===== config.mk =====
export PLATFORM = sky130hd
export DESIGN_NAME = kmer_window_matcher
export DESIGN_NICKNAME = d
export VERILOG_FILES = /design/src/rtl/kwm_pkg.sv /design/src/rtl/kwm_window.sv /design/src/rtl/kwm_track.sv /design/src/rtl/kmer_window_matcher.sv
export VERILOG_INCLUDE_DIRS = /design/src /design/src/rtl
export SDC_FILE = /design/constraint.sdc
export NUM_CORES = 1
export LEC_CHECK = 0
export ABC_AREA = 0
export BUFFER_PORTS_ARGS = -buffer_cell sky130_fd_sc_hd__buf_2
export CORE_MARGIN = 3
export CORE_UTILIZATION = 62
export DETAILED_ROUTE_END_ITERATION = 8
export PLACE_DENSITY = 0.81
export SLEW_MARGIN = 0
export SYNTH_ARGS = -nofsm -noshare
export SYNTH_HDL_FRONTEND = slang
export SYNTH_HIERARCHICAL = 1
export SYNTH_SLANG_ARGS = --single-unit

===== constraint.sdc =====
create_clock -name i_clk -period 23 [get_ports i_clk]
set_input_delay 2.3 -clock i_clk [delete_from_list [all_inputs] [get_ports i_clk]]
set_output_delay 2.3 -clock i_clk [all_outputs]
set_load 0.005 [all_outputs]

===== src/rtl/kmer_window_matcher_defines.svh =====
// Assertion macros for the k-mer window matcher.
`ifndef KMER_WINDOW_MATCHER_DEFINES_SVH
`define KMER_WINDOW_MATCHER_DEFINES_SVH

`ifndef SYNTHESIS
`define KWM_ASSERT_SAME(label, clk, rst_n, cond, prop) \
    label: assert property (@(posedge clk) disable iff (!rst_n) (cond) |-> (prop)) \
        else $error("kmer_window_matcher: same-cycle check failed");
`define KWM_ASSERT_NEXT(label, clk, rst_n, cond, prop) \
    label: assert property (@(posedge clk) disable iff (!rst_n) (cond) |=> (prop)) \
        else $error("kmer_window_matcher: next-cycle check failed");
`else
`define KWM_ASSERT_SAME(label, clk, rst_n, cond, prop)
`define KWM_ASSERT_NEXT(label, clk, rst_n, cond, prop)
`endif

`endif


===== src/rtl/kwm_pkg.sv =====
package kwm_pkg;

    // Default sizing
    localparam int MAX_K_DEF       = 32;
    localparam int INDEX_WIDTH_DEF = 32;

    // Fixed field widths
    localparam int CODE_W   = 4;
    localparam int KLEN_W   = 6;
    localparam int TARGET_W = 64;
    localparam int POS_W    = 32;
    localparam int CFG_IDX_W = 3;
    localparam int CFG_DATA_W = 64;

    // Saturation point of the valid-base count
    localparam logic [KLEN_W-1:0] CNT_MAX = '1;

    // Configuration register indexes
    localparam logic [CFG_IDX_W-1:0] CFG_TARGET_KMER    = 3'd0;
    localparam logic [CFG_IDX_W-1:0] CFG_KMER_LENGTH    = 3'd1;
    localparam logic [CFG_IDX_W-1:0] CFG_CANONICAL_MODE = 3'd2;
    localparam logic [CFG_IDX_W-1:0] CFG_FIRST_ONLY     = 3'd3;
    localparam logic [CFG_IDX_W-1:0] CFG_START_INDEX    = 3'd4;

    // Per-beat control shared by the window and tracking stages
    typedef struct packed {
        logic step;   // input register advances into the result register
        logic first;  // beat opens a new range
    } t_ctl;

endpackage


===== src/rtl/kwm_window.sv =====
module kwm_window #(
    parameter int MAX_K = kwm_pkg::MAX_K_DEF
) (
    input  logic                               i_clk,
    input  logic                               i_rst_n,
    input  kwm_pkg::t_ctl                      i_ctl,
    input  logic [kwm_pkg::CODE_W-1:0]         i_code,
    input  logic                               i_stopped,
    input  logic [2*MAX_K-1:0]                 i_mask,
    input  logic [$clog2(2*MAX_K)-1:0]         i_rev_shift,
    input  logic [kwm_pkg::KLEN_W-1:0]         i_k,
    input  logic                               i_canonical,
    input  logic [kwm_pkg::TARGET_W-1:0]       i_target,
    output logic                               o_hit
);
    import kwm_pkg::*;

    localparam int W  = 2 * MAX_K;

    logic [W-1:0]      r_fwd, r_rev;
    logic [KLEN_W-1:0] r_cnt;
    logic [W-1:0]      n_fwd, n_rev;
    logic [KLEN_W-1:0] n_cnt;

    logic [W-1:0]      fwd_cur, rev_cur, fwd_shift, rev_shift, sel;
    logic [KLEN_W-1:0] cnt_cur, cnt_inc;
    logic              code_ok;

    // Roll both windows by one base and compare the selected k-mer
    always_comb begin
        fwd_cur   = i_ctl.first ? '0 : r_fwd;
        rev_cur   = i_ctl.first ? '0 : r_rev;
        cnt_cur   = i_ctl.first ? '0 : r_cnt;
        code_ok   = (i_code[3:2] == 2'b00);
        fwd_shift = ((fwd_cur << 2) | W'(i_code[1:0])) & i_mask;
        rev_shift = ((rev_cur >> 2) | (W'(~i_code[1:0]) << i_rev_shift)) & i_mask;
        cnt_inc   = (cnt_cur == CNT_MAX) ? cnt_cur : cnt_cur + 1'b1;
        sel       = (i_canonical && (rev_shift < fwd_shift)) ? rev_shift : fwd_shift;
        o_hit     = !i_stopped && code_ok && (cnt_inc >= i_k) &&
                    (TARGET_W'(sel) == i_target);

        // Frozen once stopped; an N base clears the run
        if (i_stopped) begin
            n_fwd = fwd_cur;
            n_rev = rev_cur;
            n_cnt = cnt_cur;
        end else if (code_ok) begin
            n_fwd = fwd_shift;
            n_rev = rev_shift;
            n_cnt = cnt_inc;
        end else begin
            n_fwd = '0;
            n_rev = '0;
            n_cnt = '0;
        end
    end

    always_ff @(posedge i_clk) begin
        if (!i_rst_n) begin
            r_fwd <= '0;
            r_rev <= '0;
            r_cnt <= '0;
        end else if (i_ctl.step) begin
            r_fwd <= n_fwd;
            r_rev <= n_rev;
            r_cnt <= n_cnt;
        end
    end

endmodule


===== src/rtl/kwm_track.sv =====
module kwm_track #(
    parameter int INDEX_WIDTH = kwm_pkg::INDEX_WIDTH_DEF
) (
    input  logic                            i_clk,
    input  logic                            i_rst_n,
    input  kwm_pkg::t_ctl                   i_ctl,
    input  logic                            i_last,
    input  logic                            i_hit,
    input  logic [kwm_pkg::KLEN_W-1:0]      i_k,
    input  logic                            i_first_only,
    input  logic [kwm_pkg::POS_W-1:0]       i_start_index,
    input  logic                            i_out_ready,
    output logic                            o_stopped,
    output logic                            o_out_valid,
    output logic                            o_window_hit,
    output logic [kwm_pkg::POS_W-1:0]       o_hit_start,
    output logic                            o_found,
    output logic [kwm_pkg::POS_W-1:0]       o_found_start,
    output logic                            o_done_res
);
    import kwm_pkg::*;

    logic [INDEX_WIDTH-1:0] r_pos, n_pos, pos_cur, hstart;
    logic                   r_found, n_found;
    logic [POS_W-1:0]       r_found_pos, n_found_pos;
    logic                   r_stopped, n_stopped;

    logic                   r_out_valid;
    logic                   r_hit;
    logic [POS_W-1:0]       r_hit_start;
    logic                   r_found_o;
    logic [POS_W-1:0]       r_found_start_o;
    logic                   r_done;

    // Stop flag seen by the window stage for this beat
    assign o_stopped = i_ctl.first ? 1'b0 : r_stopped;

    // Position, recorded hit and stop flag for this beat
    always_comb begin
        pos_cur     = i_ctl.first ? INDEX_WIDTH'(i_start_index) : r_pos;
        n_found     = i_ctl.first ? 1'b0 : r_found;
        n_found_pos = i_ctl.first ? '0 : r_found_pos;
        n_stopped   = i_ctl.first ? 1'b0 : r_stopped;
        hstart      = pos_cur - INDEX_WIDTH'(i_k) + 1'b1;
        if (i_hit) begin
            n_found     = 1'b1;
            n_found_pos = POS_W'(hstart);
            if (i_first_only) begin
                n_stopped = 1'b1;
            end
        end
        n_pos = pos_cur + 1'b1;
    end

    // Range state
    always_ff @(posedge i_clk) begin
        if (!i_rst_n) begin
            r_pos       <= '0;
            r_found     <= 1'b0;
            r_found_pos <= '0;
            r_stopped   <= 1'b0;
        end else if (i_ctl.step) begin
            r_pos       <= n_pos;
            r_found     <= n_found;
            r_found_pos <= n_found_pos;
            r_stopped   <= n_stopped;
        end
    end

    // Result register
    always_ff @(posedge i_clk) begin
        if (!i_rst_n) begin
            r_out_valid <= 1'b0;
        end else if (i_ctl.step) begin
            r_out_valid <= 1'b1;
        end else if (i_out_ready) begin
            r_out_valid <= 1'b0;
        end
    end

    always_ff @(posedge i_clk) begin
        if (i_ctl.step) begin
            r_hit           <= i_hit;
            r_hit_start     <= i_hit ? POS_W'(hstart) : '0;
            r_found_o       <= n_found;
            r_found_start_o <= n_found ? n_found_pos : '0;
            r_done          <= i_last;
        end
    end

    assign o_out_valid   = r_out_valid;
    assign o_window_hit  = r_hit;
    assign o_hit_start   = r_hit_start;
    assign o_found       = r_found_o;
    assign o_found_start = r_found_start_o;
    assign o_done_res    = r_done;

endmodule


===== src/rtl/kmer_window_matcher.sv =====
// Rolling k-mer matcher: one DNA base per beat, one result beat per input beat.
// Beats pass the input register, then the result register; window roll, compare and
// position update share one stage. One base per cycle unless i_out_ready stalls output.
// Reset (synchronous, active low) clears windows, count, position and recorded hit,
// and returns the registers to k = 1, forward mode, latest-hit mode, start 0.
`include "kmer_window_matcher_defines.svh"

module kmer_window_matcher #(
    parameter int MAX_K       = kwm_pkg::MAX_K_DEF,
    parameter int INDEX_WIDTH = kwm_pkg::INDEX_WIDTH_DEF
) (
    input  logic                              i_clk,
    input  logic                              i_rst_n,
    // configuration write channel
    input  logic                              i_cfg_valid,
    output logic                              o_cfg_ready,
    input  logic [kwm_pkg::CFG_IDX_W-1:0]     i_cfg_index,
    input  logic [kwm_pkg::CFG_DATA_W-1:0]    i_cfg_data,
    // input channel
    input  logic                              i_in_valid,
    output logic                              o_in_ready,
    input  logic [kwm_pkg::CODE_W-1:0]        i_base_code,
    input  logic                              i_first_of_range,
    input  logic                              i_end_of_range,
    // result channel
    output logic                              o_out_valid,
    input  logic                              i_out_ready,
    output logic                              o_window_hit,
    output logic [kwm_pkg::POS_W-1:0]         o_hit_start,
    output logic                              o_found,
    output logic [kwm_pkg::POS_W-1:0]         o_found_start,
    output logic                              o_done_res
);
    import kwm_pkg::*;

    localparam int W  = 2 * MAX_K;
    localparam int SW = $clog2(W);

    // Configuration registers, k already clamped and its mask precomputed
    logic [TARGET_W-1:0] r_target;
    logic [KLEN_W-1:0]   r_k;
    logic [W-1:0]        r_mask;
    logic [SW-1:0]       r_rev_shift;
    logic                r_canonical;
    logic                r_first_only;
    logic [POS_W-1:0]    r_start_index;

    logic [KLEN_W-1:0]   k_eff;
    logic [W-1:0]        n_mask;

    always_comb begin
        if (i_cfg_data[KLEN_W-1:0] == '0) begin
            k_eff = KLEN_W'(1);
        end else if (i_cfg_data[KLEN_W-1:0] > KLEN_W'(MAX_K)) begin
            k_eff = KLEN_W'(MAX_K);
        end else begin
            k_eff = i_cfg_data[KLEN_W-1:0];
        end
        for (int i = 0; i < W; i++) begin
            n_mask[i] = (i < 2 * int'(k_eff));
        end
    end

    assign o_cfg_ready = 1'b1;

    always_ff @(posedge i_clk) begin
        if (!i_rst_n) begin
            r_target      <= '0;
            r_k           <= KLEN_W'(1);
            r_mask        <= W'(2'b11);
            r_rev_shift   <= '0;
            r_canonical   <= 1'b0;
            r_first_only  <= 1'b0;
            r_start_index <= '0;
        end else if (i_cfg_valid && o_cfg_ready) begin
            case (i_cfg_index)
                CFG_TARGET_KMER: begin
                    r_target <= i_cfg_data[TARGET_W-1:0];
                end
                CFG_KMER_LENGTH: begin
                    r_k         <= k_eff;
                    r_mask      <= n_mask;
                    r_rev_shift <= SW'(2 * (int'(k_eff) - 1));
                end
                CFG_CANONICAL_MODE: begin
                    r_canonical <= i_cfg_data[0];
                end
                CFG_FIRST_ONLY: begin
                    r_first_only <= i_cfg_data[0];
                end
                CFG_START_INDEX: begin
                    r_start_index <= i_cfg_data[POS_W-1:0];
                end
                default: begin
                end
            endcase
        end
    end

    // Input register
    logic              r_in_valid;
    logic [CODE_W-1:0] r_code;
    logic              r_first;
    logic              r_last;
    logic              advance;
    t_ctl              ctl;

    assign advance    = r_in_valid && (!o_out_valid || i_out_ready);
    assign o_in_ready = !r_in_valid || advance;
    assign ctl.step   = advance;
    assign ctl.first  = r_first;

    always_ff @(posedge i_clk) begin
        if (!i_rst_n) begin
            r_in_valid <= 1'b0;
        end else if (i_in_valid && o_in_ready) begin
            r_in_valid <= 1'b1;
        end else if (advance) begin
            r_in_valid <= 1'b0;
        end
    end

    always_ff @(posedge i_clk) begin
        if (i_in_valid && o_in_ready) begin
            r_code  <= i_base_code;
            r_first <= i_first_of_range;
            r_last  <= i_end_of_range;
        end
    end

    logic hit;
    logic stopped;

    kwm_window #(
        .MAX_K (MAX_K)
    ) u_window (
        .i_clk       (i_clk),
        .i_rst_n     (i_rst_n),
        .i_ctl       (ctl),
        .i_code      (r_code),
        .i_stopped   (stopped),
        .i_mask      (r_mask),
        .i_rev_shift (r_rev_shift),
        .i_k         (r_k),
        .i_canonical (r_canonical),
        .i_target    (r_target),
        .o_hit       (hit)
    );

    kwm_track #(
        .INDEX_WIDTH (INDEX_WIDTH)
    ) u_track (
        .i_clk         (i_clk),
        .i_rst_n       (i_rst_n),
        .i_ctl         (ctl),
        .i_last        (r_last),
        .i_hit         (hit),
        .i_k           (r_k),
        .i_first_only  (r_first_only),
        .i_start_index (r_start_index),
        .i_out_ready   (i_out_ready),
        .o_stopped     (stopped),
        .o_out_valid   (o_out_valid),
        .o_window_hit  (o_window_hit),
        .o_hit_start   (o_hit_start),
        .o_found       (o_found),
        .o_found_start (o_found_start),
        .o_done_res    (o_done_res)
    );

    // A hit beat always records itself as the found position
    `KWM_ASSERT_SAME(a_hit_records, i_clk, i_rst_n, o_out_valid && o_window_hit, o_found && (o_found_start == o_hit_start))
    // Empty result fields read as zero
    `KWM_ASSERT_SAME(a_zero_fields, i_clk, i_rst_n, o_out_valid && !o_found, (o_found_start == '0) && !o_window_hit && (o_hit_start == '0))
    // A step always leaves a result waiting in the result register
    `KWM_ASSERT_NEXT(a_step_fills_out, i_clk, i_rst_n, advance, o_out_valid)
    // A held input beat with a stalled result blocks new input
    `KWM_ASSERT_SAME(a_full_blocks, i_clk, i_rst_n, r_in_valid && o_out_valid && !i_out_ready, !o_in_ready)

endmodule

# Word-level counts from Yosys, hierarchy flattened
# Cells that the tools add are included.
[totals]
mem_count = 0
romBits = 0
latch_bits = 0
reg_bits = 444
elab_cells = 154
out_inout_bits = 70
input_bits = 78
ramBits = 0
[op_classes]
n_eq_ne = 6
n_addsub = 5
shift = 1
mul = 0
mux = 25
div_mod_pow = 0
n_lt_le_gt_ge = 67
reduce_logical = 21
n_bitwise = 5
[op_table]
columns = ["op", "n"]
rows = [
  ["$mux W64", 4],
  ["$lt A6 B7 Y1 const A", 32],
  ["$mux W62", 3],
  ["$and A64 B64 Y64", 2],
  ["$lt A5 B7 Y1 const A", 16],
  ["$mux W32", 3],
  ["$add A32 B1 Y32 const B", 2],
  ["$eq A64 B64 Y1", 1],
  ["$lt A64 B64 Y1", 1],
  ["$not A2 Y64", 1],
  ["$or A62 B64 Y64", 1],
  ["$or A64 B2 Y64", 1],
  ["$shl A64 B6 Y64", 1],
  ["$lt A4 B7 Y1 const A", 8],
  ["$mux W6", 6],
  ["$sub A32 B6 Y32", 1],
  ["$lt A3 B7 Y1 const A", 4],
  ["$lt A1 B7 Y1 const A", 2],
  ["$lt A2 B7 Y1 const A", 2],
  ["$reduce_and A2 Y1", 5],
  ["$mux W1", 9],
  ["$add A6 B1 Y6 const B", 1],
  ["$eq A3 B2 Y1 const B", 2],
  ["$eq A6 B6 Y1 const B", 1],
  ["12 further kinds", 21],
]

# Logic depth before layout (Yosys ltp)
# Gate-level depths: netlist of the first run.
[logic_depth]
ltp_word = 10
mapped_depth = 31
ltp_nobuf = 23

# Hierarchy
# The synthesis of the first run kept the hierarchy.
[by_module_without_submodules]
columns = ["mod", "n_inst", "area_each_um2", "seq_area_each_um2", "cells_each"]
rows = [
  ["kwm_window", 1, 9980.8, 2602.5, 1329],
  ["kwm_track", 1, 8234.1, 3353.2, 860],
  ["kmer_window_matcher", 1, 5793.1, 3002.9, 662],
]

# Worst setup path after synthesis of the first run
# Ideal clock, no wire load.
[synth_path]
kind = "input-to-reg"
startpoint = "input i_out_ready"
endpoint = "register u_track.r_found_pos[10]"
required_ns = 22.883
n_path_buf = 2
setup_slack_ns = 12.985
arrival_ns = 9.898
cell_stages = 7
setup_time_ns = 0.117
cell_sequence = "inv_1 a21boi_0 o21ai_1 and2_0 clkbuf_1 clkbuf_1 a22o_1"
[synth_via]
elab_chain_len = 2
[synth_rtl]
columns = ["element", "line", "source"]
rows = [
  ["start, declared", "kmer_window_matcher.sv:27", "input logic i_out_ready,"],
  ["$logic_or A1 B1 Y1", "kmer_window_matcher.sv:108", "assign advance = r_in_valid && (!o_out_valid || i_out_ready);"],
  ["$logic_and A1 B1 Y1", "kmer_window_matcher.sv:108", ""],
  ["named net advance", "kmer_window_matcher.sv:105", "logic advance;"],
  ["end signal, assigned", "kwm_track.sv:65", "r_found_pos <= n_found_pos;"],
  ["end, declared", "kwm_track.sv:25", "logic [POS_W-1:0] r_found_pos, n_found_pos;"],
]
# The timed path passes the listed nets, and every way through them passes these cells.
# A chain may end at the register's enable or synchronous reset.

# Final worst setup path of the first run
[layout_path]
startpoint = "register r_rev_shift[5]"
endpoint = "register u_track.r_found_start_o[25], in the netlist u_track/o_found_start[25], data pin"
[layout_via]
elab_chain_len = 9
word_cells_on_any_way = 10
classes_between = "order compare: 1; eq/ne: 1; shift: 1; mux: 3; bitwise: 2; reduce/logical: 2"
[layout_rtl]
columns = ["element", "line", "source"]
rows = [
  ["start, declared", "kmer_window_matcher.sv:43", "logic [SW-1:0] r_rev_shift;"],
  ["start signal, assigned", "kmer_window_matcher.sv:83", "r_rev_shift <= SW'(2 * (int'(k_eff) - 1));"],
  ["$shl A64 B6 Y64 *", "kwm_window.sv:36", "rev_shift = ((rev_cur >> 2) | (W'(~i_code[1:0]) << i_rev_shift)) & i_mask;"],
  ["$or A62 B64 Y64 *", "kwm_window.sv:36", ""],
  ["$and A64 B64 Y64 *", "kwm_window.sv:36", ""],
  ["$lt A64 B64 Y1", "kwm_window.sv:38", "sel = (i_canonical && (rev_shift < fwd_shift)) ? rev_shift : fwd_shift;"],
  ["$logic_and A1 B1 Y1", "kwm_window.sv:38", ""],
  ["$mux W64 *", "kwm_window.sv:38", ""],
  ["$eq A64 B64 Y1 *", "kwm_window.sv:40", "(TARGET_W'(sel) == i_target);"],
  ["$logic_and A1 B1 Y1 *", "kwm_window.sv:39", "o_hit = !i_stopped && code_ok && (cnt_inc >= i_k) &&"],
  ["named net hit", "kmer_window_matcher.sv:131", "logic hit;"],
  ["$mux W32 / $mux W1 (equally long branches)", "kwm_track.sv:45", "if (i_hit) begin"],
  ["end signal, assigned", "kwm_track.sv:86", "r_found_start_o <= n_found ? n_found_pos : '0;"],
  ["end, declared", "kwm_track.sv:32", "logic [POS_W-1:0] r_found_start_o;"],
]
# The timed path passes the listed nets; every way through them passes the cells marked *.

==> results of run 1 <==
path summary, 6_finish.rpt:
| kind | endpoint | cells after the start | slack (ns) | startpoint |
|---|---|---|---|---|
| setup / recovery | u_track/o_found_start[25] | 22 | 14.50 | r_rev_shift[5] |
| hold reg to reg | u_track/o_done_res | 0 | 0.44 | r_last |
| setup reg to reg | u_track/o_found_start[25] | 22 | 14.50 | r_rev_shift[5] |
| hold / removal | u_track/o_done_res | 0 | 0.44 | r_last |
power groups by stage:
stage                     Sequential [mW]  Combinational (mW)  Clock, mW
after floorplan                     0.768               0.139          0
after global placement              0.773               0.211          0
after detailed placement            0.774               0.215          0
after CTS                           0.758               0.218      0.728
after global routing                0.760               0.240      0.755
final                               0.759               0.232      0.729
metal layers:
| layer | up-vias | track usage | wire length [um] |
|---|---|---|---|
| li1 | 10180 | - | - |
| met1 | 11334 | 0.619 | 37700 |
| met2 | 1962 | 0.638 | 38600 |
| met3 | 366 | 0.166 | 14700 |
| met4 | 2 | 0.174 | 4640 |
| met5 | - | 0 | 17 |
logic make-up after synthesis:
logic type	after synthesis	share of synthesized area
flip-flops	411	0.373
XOR/XNOR	83	0.0303
buffers and inverters	310	0.0532
adder cells (fa/ha/maj)	134	0.0701
multiplexers	76	0.0328
AND/OR/NAND/NOR	1045	0.216
AO/OA/AOI/OAI	790	0.224
other	2	0.000313
cells in the final DEF, fill, tap and decap left out, types with 15 or more instances in the layout:
cell,Yosys,routed
sky130_fd_sc_hd__a21oi_1,116,116
sky130_fd_sc_hd__o21ai_0,177,177
sky130_fd_sc_hd__nor2b_1,105,105
sky130_fd_sc_hd__nand3_1,117,117
sky130_fd_sc_hd__and2_1,112,111
sky130_fd_sc_hd__buf_2,30,145
sky130_fd_sc_hd__nor2_1,129,128
sky130_fd_sc_hd__a21boi_1,63,63
sky130_fd_sc_hd__ha_1,133,133
sky130_fd_sc_hd__a21o_1,37,37
sky130_fd_sc_hd__buf_4,6,27
sky130_fd_sc_hd__dfxtp_1,338,338
sky130_fd_sc_hd__nand2b_1,21,21
sky130_fd_sc_hd__nand3b_1,16,16
sky130_fd_sc_hd__mux2i_1,63,63
sky130_fd_sc_hd__and3_1,16,16
sky130_fd_sc_hd__edfxtp_1,73,73
sky130_fd_sc_hd__a31oi_1,24,24
sky130_fd_sc_hd__xor2_1,15,15
sky130_fd_sc_hd__clkbuf_16,0,44
sky130_fd_sc_hd__a22oi_1,80,80
sky130_fd_sc_hd__a21boi_0,66,65
sky130_fd_sc_hd__a22o_1,33,33
sky130_fd_sc_hd__nand4_1,43,43
sky130_fd_sc_hd__nand2_1,388,387
sky130_fd_sc_hd__o211ai_1,19,19
sky130_fd_sc_hd__xnor2_1,68,68
sky130_fd_sc_hd__o21a_1,25,25
sky130_fd_sc_hd__nor3_1,31,31
sky130_fd_sc_hd__inv_1,123,123
worst max-delay path: cells and delay by family (launching register included):
family          cells  cell delay (ns)
buf+inv             5             1.79
compound gates      6             1.71
flops               1             0.87
fa+ha+maj           1             0.32
simple gates        9             3.14
mux                 1             0.31
cell type report:
cell class	instances	area [um2]	share of cell area
Multi-Input combinational cell	2131	13800	0.526
Sequential cell	411	8960	0.341
Clock buffer	58	1230	0.0469
Timing Repair Buffer	173	940	0.0357
Tap cell	511	639	0.0243
Inverter	124	465	0.0177
Clock inverter	21	229	0.00871
stage by stage:
step	cell area, um2	power (mW)
floorplan	24000	0.907
global placement	24800	0.984
detailed placement	24800	0.989
CTS	26300	1.70
global route	26300	1.75
finish	26300	1.72
state kept, by name, indices dropped and copies added, names as in the netlist, 6 cells and up:
signal and flops:
u_track/r_pos 32, u_window/r_cnt 6, u_track/r_found_pos 32, r_start_index 32, r_target 64, u_window/r_fwd 62, u_track/o_found_start 32, u_window/r_rev 62
u_track/o_hit_start 32, r_mask 32
==> impl_table.tex, run 1 <==
\begin{tabular}{lr}
\hline
Metric & Value \\
\hline
\multicolumn{2}{l}{\textbf{Status}} \\
Result of the run & completed \\
\multicolumn{2}{l}{\textbf{Place}} \\
Detailed placement HPWL & 69.5 mm \\
Dpl cells & 3350 \\
GPL Wtd Cong & 1.11 \\
Setup slack at placement & 15.06 ns \\
I/O Buffers & 146 \\
\multicolumn{2}{l}{\textbf{Final layout}} \\
Filler-free cell count of the finished design & 3429 \\
Relative area change from synthesis to final layout & 9.51\% \\
Nets & 3096 \\
Final core area utilization & 0.693 \\
Number of diodes & 0 \\
Count of fill cells added during filler insertion & 2864 \\
Share of layout cells above drive strength 1 & 0.0994 \\
\multicolumn{2}{l}{\textbf{STA}} \\
Count of endpoints failing hold in the final timing report & 0 \\
Max frequency & 118 MHz \\
Max-slew violations & 0 \\
Worst Clk Skew & 0.0218 ns \\
Share of the clock period used by the worst path & 0.369 \\
Post-route setup slack & 14.50 ns \\
Headroom to the max-slew limit & 0.137 \\
Slew @ Worst Pin & 1.29 ns \\
Post-Route Hold Slack & 0.440 ns \\
Unrepaired setup endpoints after global routing & no \\
Min cycle time layout & 8.50 ns \\
Sum of negative setup slack & 0 ns \\
Count of endpoints failing setup in the final report & 0 \\
\multicolumn{2}{l}{\textbf{Global routing}} \\
Wire length of the first global-routing pass & 141 mm \\
Leftover overflow at the end of global routing & 0 \\
Pin count of the biggest net entering global routing & 124 \\
Number of global-route vias before repair & 22269 \\
Total global-route track usage & 0.448 \\
Antenna violations before repair & 2 \\
\multicolumn{2}{l}{\textbf{Setup path}} \\
Cell mode on critical path & sky130\_fd\_sc\_hd\_\_buf\_4 \\
CP Max Fanout & 48 \\
Maximum cell stage delay along the critical path & 0.87 ns \\
Slowest stage cell, crit path & sky130\_fd\_sc\_hd\_\_dfxtp\_1 \\
Crit path cell chain & inv\_1, a21o\_1, o21ai\_0, inv\_1, ha\_1, and3\_1, nand3\_1, nor4\_1, o311ai\_2, a31oi\_2, buf\_4, nor2\_4, buf\_4, mux2i\_1, o22ai\_1, or4\_1, or4\_1, nor4\_4, buf\_4, nor2\_1, and2\_1, a22o\_1 \\
WP data required & 23.32 ns \\
CP endpoint kind & flop \\
Arrival time reported for the critical path endpoint & 8.82 ns \\
Type of the worst setup path & flop to flop \\
Startpoint kind of the worst setup timing path & flop \\
\multicolumn{2}{l}{\textbf{Flow run}} \\
Max-cap viol count & 0 \\
\multicolumn{2}{l}{\textbf{Die}} \\
Count of pins on the block boundary & 148 \\
Effective utilization at floorplan & 0.633 \\
Std-Cell Core Area & 0.0379 mm2 \\
Die Y & 203 um \\
Floorplan row count & 71 \\
DIE AREA & 0.0411 mm2 \\
Floorplan die width & 203 um \\
\multicolumn{2}{l}{\textbf{Power and ir drop}} \\
Power Internal & 1.23 mW \\
Power share of the combinational group & 0.135 \\
Cell Pwr Density & 65.5 mW/mm2 \\
Part of the power in the clock network & 0.424 \\
Part of the total power dissipated in sequential elements & 0.441 \\
Switching Power & 0.489 mW \\
Leakage dissipation & 10.6 nW \\
Switching portion of total power & 0.284 \\
Maximum VDD drop & 59.8 uV \\
\multicolumn{2}{l}{\textbf{Synth}} \\
Top cells by area, synth & sky130\_fd\_sc\_hd\_\_dfxtp\_1, sky130\_fd\_sc\_hd\_\_edfxtp\_1, sky130\_fd\_sc\_hd\_\_ha\_1 \\
Seq/Total Area, Yosys & 0.373 \\
Top cell types by occurrence after synthesis & sky130\_fd\_sc\_hd\_\_nand2\_1, sky130\_fd\_sc\_hd\_\_dfxtp\_1, sky130\_fd\_sc\_hd\_\_o21ai\_0 \\
Netlist cell types & 97 \\
Number of instances in the synthesized netlist & 2851 \\
Cell type contributing the most total cell area after synthesis & sky130\_fd\_sc\_hd\_\_dfxtp\_1 \\
Number of flops mapped to enable cells by yosys & 73 \\
Mean Syn Cell Area & 8.42 um2 \\
Number of storage elements in the synthesis netlist & 411 \\
Most instantiated library cell after synthesis & sky130\_fd\_sc\_hd\_\_nand2\_1 \\
Portion of synthesized cell area occupied by the leading cell type & 0.282 \\
Summed instance area of the synthesized netlist & 0.0240 mm2 \\
Fraction of registers with async set or reset after synthesis & 0 \\
Count of yosys warnings during synthesis & 6 \\
Most common flop cell mapped by yosys & sky130\_fd\_sc\_hd\_\_dfxtp\_1 \\
\multicolumn{2}{l}{\textbf{Detailed routing}} \\
Final routed DRC violation total & 0 \\
Post-detailed-route count of antenna-violating nets & 0 \\
Detailed-route wire length per cell & 27.9 um \\
Drt initial violations & 4129 \\
Via/cell ratio & 6.95 \\
Routed WL & 95.7 mm \\
Total iterations of the first detailed-routing run & 8 \\
Overall via count from detail\_route & 23844 \\
\multicolumn{2}{l}{\textbf{Clocking}} \\
Clk\_lat worst skew & 0.59 ns \\
Master cell of the clock root buffer & sky130\_fd\_sc\_hd\_\_clkbuf\_16 \\
Number of clock buffers inserted by TritonCTS & 43 \\
Setup fix buffers added after clock tree synthesis & 0 \\
Buffer depth of the longest clock path & 3 \\
Quantity of hold-fixing buffers added after cts & 0 \\
Number of levels in the clock H-tree & 2 \\
CTS tree & yes \\
Cts repair resizes & 0 \\
Clock-pin slew on the worst setup and hold paths & 0.06 ns \\
Number of sinks on the clock net & 411 \\
\multicolumn{2}{l}{\textbf{Worst hold path}} \\
Worst Hold Class & flop to flop \\
\hline
\end{tabular}
Note: power is estimated with default switching activity, not from simulation.
==> run 2: changes to the inputs <==
--- a/config.mk
+++ b/config.mk
@@ -9,9 +9,9 @@
 export ABC_AREA = 0
 export BUFFER_PORTS_ARGS = -buffer_cell sky130_fd_sc_hd__buf_2
 export CORE_MARGIN = 3
-export CORE_UTILIZATION = 62
+export CORE_UTILIZATION = 56
 export DETAILED_ROUTE_END_ITERATION = 8
-export PLACE_DENSITY = 0.81
+export PLACE_DENSITY = 0.77
 export SLEW_MARGIN = 0
 export SYNTH_ARGS = -nofsm -noshare
 export SYNTH_HDL_FRONTEND = slang
==> constraint.sdc (replaced) <==
create_clock -name i_clk -period 7.5 [get_ports i_clk]
set_input_delay 0.75 -clock i_clk [delete_from_list [all_inputs] [get_ports i_clk]]
set_output_delay 0.75 -clock i_clk [all_outputs]
set_load 0.005 [all_outputs]
==> impl_table.tex, run 2 (synthesized netlist as in run 1, its figures left out) <==
\begin{tabular}{lr}
\hline
Metric & Value \\
\hline
\multicolumn{2}{l}{\textbf{Setup path}} \\
CP endpoint kind & flop \\
Arrival time reported for the critical path endpoint & 7.66 ns (-1.16 ns) \\
Startpoint kind of the worst setup timing path & flop \\
Type of the worst setup path & flop to flop \\
CP Max Fanout & 22 (-54\%) \\
WP data required & 7.84 ns (-15.48 ns) \\
\multicolumn{2}{l}{\textbf{Power and ir drop}} \\
Power share of the combinational group & 0.134 (about the same) \\
Part of the total power dissipated in sequential elements & 0.437 (-0.004) \\
Switching Power & 1.46 mW (+200\%) \\
Power Internal & 3.86 mW (+210\%) \\
Cell Pwr Density & 198 mW/mm2 (+200\%) \\
Switching portion of total power & 0.275 (-0.00926) \\
Leakage dissipation & 10.9 nW (+2.7\%) \\
Maximum VDD drop & 210 uV (+250\%) \\
Part of the power in the clock network & 0.429 (+0.005) \\
\multicolumn{2}{l}{\textbf{Global routing}} \\
Total global-route track usage & 0.414 (-0.0341) \\
Number of global-route vias before repair & 21807 (-2.1\%) \\
Wire length of the first global-routing pass & 140 mm (-0.55\%) \\
Pin count of the biggest net entering global routing & 95 (-23\%) \\
Antenna violations before repair & 1 (-1) \\
Leftover overflow at the end of global routing & 0 (unchanged) \\
\multicolumn{2}{l}{\textbf{Final layout}} \\
Share of layout cells above drive strength 1 & 0.115 (+0.0158) \\
Nets & 3149 (+1.7\%) \\
Count of fill cells added during filler insertion & 3501 (+22\%) \\
Commonest non-fill, non-tap cells in the layout & sky130\_fd\_sc\_hd\_\_nand2\_1, sky130\_fd\_sc\_hd\_\_dfxtp\_1, sky130\_fd\_sc\_hd\_\_o21ai\_0, sky130\_fd\_sc\_hd\_\_buf\_2, sky130\_fd\_sc\_hd\_\_ha\_1 \\
Max reg flops & 64 (unchanged) \\
Layout Cell Area excl Fill & 0.0268 mm2 (+2.0\%) \\
Largest registers & r\_target x64, u\_window/r\_fwd x62, u\_window/r\_rev x62 \\
Most common cell after layout, fill and taps aside & sky130\_fd\_sc\_hd\_\_nand2\_1 \\
Number of diodes & 0 (unchanged) \\
Register with the most flip-flops & r\_target \\
Relative area change from synthesis to final layout & 11.7\% \\
\multicolumn{2}{l}{\textbf{Detailed routing}} \\
Detailed-route wire length per cell & 27.3 um (-2.0\%) \\
Drt initial violations & 2971 (-28\%) \\
Routed WL & 95.9 mm (+0.28\%) \\
Final routed DRC violation total & 0 (unchanged) \\
Via/cell ratio & 6.63 (-4.6\%) \\
Total iterations of the first detailed-routing run & 6 (-2) \\
Overall via count from detail\_route & 23280 (-2.4\%) \\
Post-detailed-route count of antenna-violating nets & 0 (unchanged) \\
\multicolumn{2}{l}{\textbf{Die}} \\
Die Y & 213 um (+5.1\%) \\
Count of pins on the block boundary & 148 (unchanged) \\
DIE AREA & 0.0454 mm2 (+10\%) \\
Effective utilization at floorplan & 0.570 (-0.0631) \\
Floorplan row count & 75 (+5.6\%) \\
Floorplan die width & 213 um (+5.1\%) \\
Std-Cell Core Area & 0.0421 mm2 (+11\%) \\
\multicolumn{2}{l}{\textbf{Clocking}} \\
Number of clock buffers inserted by TritonCTS & 44 (+2.3\%) \\
CTS tree & yes \\
Number of levels in the clock H-tree & 2 (unchanged) \\
Number of sinks on the clock net & 411 (unchanged) \\
Quantity of hold-fixing buffers added after cts & 0 (unchanged) \\
Cts repair resizes & 0 (unchanged) \\
Clock-pin slew on the worst setup and hold paths & 0.07 ns (about the same) \\
Master cell of the clock root buffer & sky130\_fd\_sc\_hd\_\_clkbuf\_16 \\
Setup fix buffers added after clock tree synthesis & 0 (unchanged) \\
Buffer depth of the longest clock path & 3 (unchanged) \\
Clk\_lat worst skew & 0.59 ns (about the same) \\
\multicolumn{2}{l}{\textbf{Place}} \\
Cell area after placement & 0.0253 mm2 (+1.9\%) \\
I/O Buffers & 146 (unchanged) \\
GPL Wtd Cong & 1.07 (-4.3\%) \\
Detailed placement HPWL & 72.8 mm (+4.7\%) \\
\multicolumn{2}{l}{\textbf{STA}} \\
Count of endpoints failing setup in the final report & 0 (unchanged) \\
Slew @ Worst Pin & 1.34 ns (+0.0477 ns) \\
Max-slew violations & 0 (unchanged) \\
Sum of negative setup slack & 0 ns (unchanged) \\
Share of the clock period used by the worst path & 0.976 (+0.606) \\
Min cycle time layout & 7.32 ns (-1.18 ns) \\
Count of endpoints failing hold in the final timing report & 0 (unchanged) \\
Unrepaired setup endpoints after global routing & no \\
Headroom to the max-slew limit & 0.0999 (-0.0372) \\
Worst Clk Skew & 0.0294 ns (+0.00754 ns) \\
Max frequency & 137 MHz (+16\%) \\
\multicolumn{2}{l}{\textbf{Flow run}} \\
Max-cap viol count & 0 (unchanged) \\
\multicolumn{2}{l}{\textbf{Worst hold path}} \\
Worst Hold Class & input port to flop \\
\multicolumn{2}{l}{\textbf{Status}} \\
Result of the run & completed \\
\hline
\end{tabular}
## run 2: cell types whose count changed in the layout (fill, tap and decap cells not counted), sizes merged
cell and change:
clkinv -4, clkbuf +6, inv -2, buf +52
## run 2: stage by stage
| step | hold WS [ns] | std cells | utilization | power [mW] | worst slack, ns |
|---|---|---|---|---|---|
| finish | 0.335 | 3509 | 0.636 | 5.32 | 0.182 |
| global route | 0.323 | 3509 | 0.636 | 5.45 | 0.0730 |
| CTS | 0.322 | 3509 | 0.636 | 5.29 | 0.507 |
| detailed placement | 0.414 | 3430 | 0.600 | 3.05 | 0.558 |
| global placement | 0.416 | 3430 | 0.600 | 3.04 | 0.546 |
| floorplan | 0.400 | 2852 | - | 2.78 | 1.30 |
## run 2: power groups by stage
stage	Combinational (mW)	Sequential (mW)	Clock (mW)
final	0.713	2.32	2.28
after floorplan	0.426	2.35	0
after CTS	0.685	2.32	2.29
after global routing	0.751	2.33	2.37
after detailed placement	0.678	2.37	0
after global placement	0.670	2.37	0
## run 2: final cells by class
| class | count | area (um2) | area share |
|---|---|---|---|
| multi-input cells | 2131 | 13800 | 0.516 |
| flip-flops and latches | 411 | 8960 | 0.334 |
| repair buffers | 225 | 1370 | 0.0510 |
| clock buffers | 64 | 1330 | 0.0496 |
| well taps | 539 | 674 | 0.0252 |
| inverters | 124 | 465 | 0.0174 |
| clock inverters | 15 | 180 | 0.00672 |
## run 2: worst max-delay path: stages (launching register included)
cell,delay (ns)
sky130_fd_sc_hd__edfxtp_1,0.51
sky130_fd_sc_hd__mux2_2,0.38
sky130_fd_sc_hd__and2_1,0.25
sky130_fd_sc_hd__nor2_1,0.50
sky130_fd_sc_hd__o21ai_0,0.30
sky130_fd_sc_hd__a21boi_0,0.35
sky130_fd_sc_hd__ha_1,0.32
sky130_fd_sc_hd__a21oi_1,0.16
sky130_fd_sc_hd__a21oi_1,0.07
sky130_fd_sc_hd__o21ai_0,0.48
sky130_fd_sc_hd__a31oi_2,0.30
sky130_fd_sc_hd__or2_4,0.38
sky130_fd_sc_hd__buf_4,0.21
sky130_fd_sc_hd__a2111o_1,0.39
sky130_fd_sc_hd__a211oi_1,0.42
sky130_fd_sc_hd__nand4_1,0.20
sky130_fd_sc_hd__or4_1,0.65
sky130_fd_sc_hd__nor4_4,0.16
sky130_fd_sc_hd__buf_4,0.24
sky130_fd_sc_hd__nor2_1,0.08
sky130_fd_sc_hd__and2_1,0.26
sky130_fd_sc_hd__buf_12,0.18
sky130_fd_sc_hd__a22o_1,0.23
## run 2: path summary, 6_finish.rpt
path               startpoint                        end  slack, ns  cells past startpoint
max                 r_code[1]  u_track/o_found_start[31]       0.18                     22
min          i_first_of_range                    r_first       0.33                      1
max reg2reg         r_code[1]  u_track/o_found_start[31]       0.18                     22
min reg2reg            r_last         u_track/o_done_res       0.44                      0
## run 2: routing by layer
| metal | global-route usage | share of wire | vias to the layer above | routed length (um) |
|---|---|---|---|---|
| met2 | 0.630 | 0.43 | 1444 | 41500 |
| met3 | 0.105 | 0.11 | 256 | 10500 |
| met1 | 0.562 | 0.41 | 11286 | 39400 |
| met4 | 0.171 | 0.049 | 2 | 4660 |
| li1 | - | - | 10292 | - |
| met5 | 0 | 0.00011 | - | 11 |
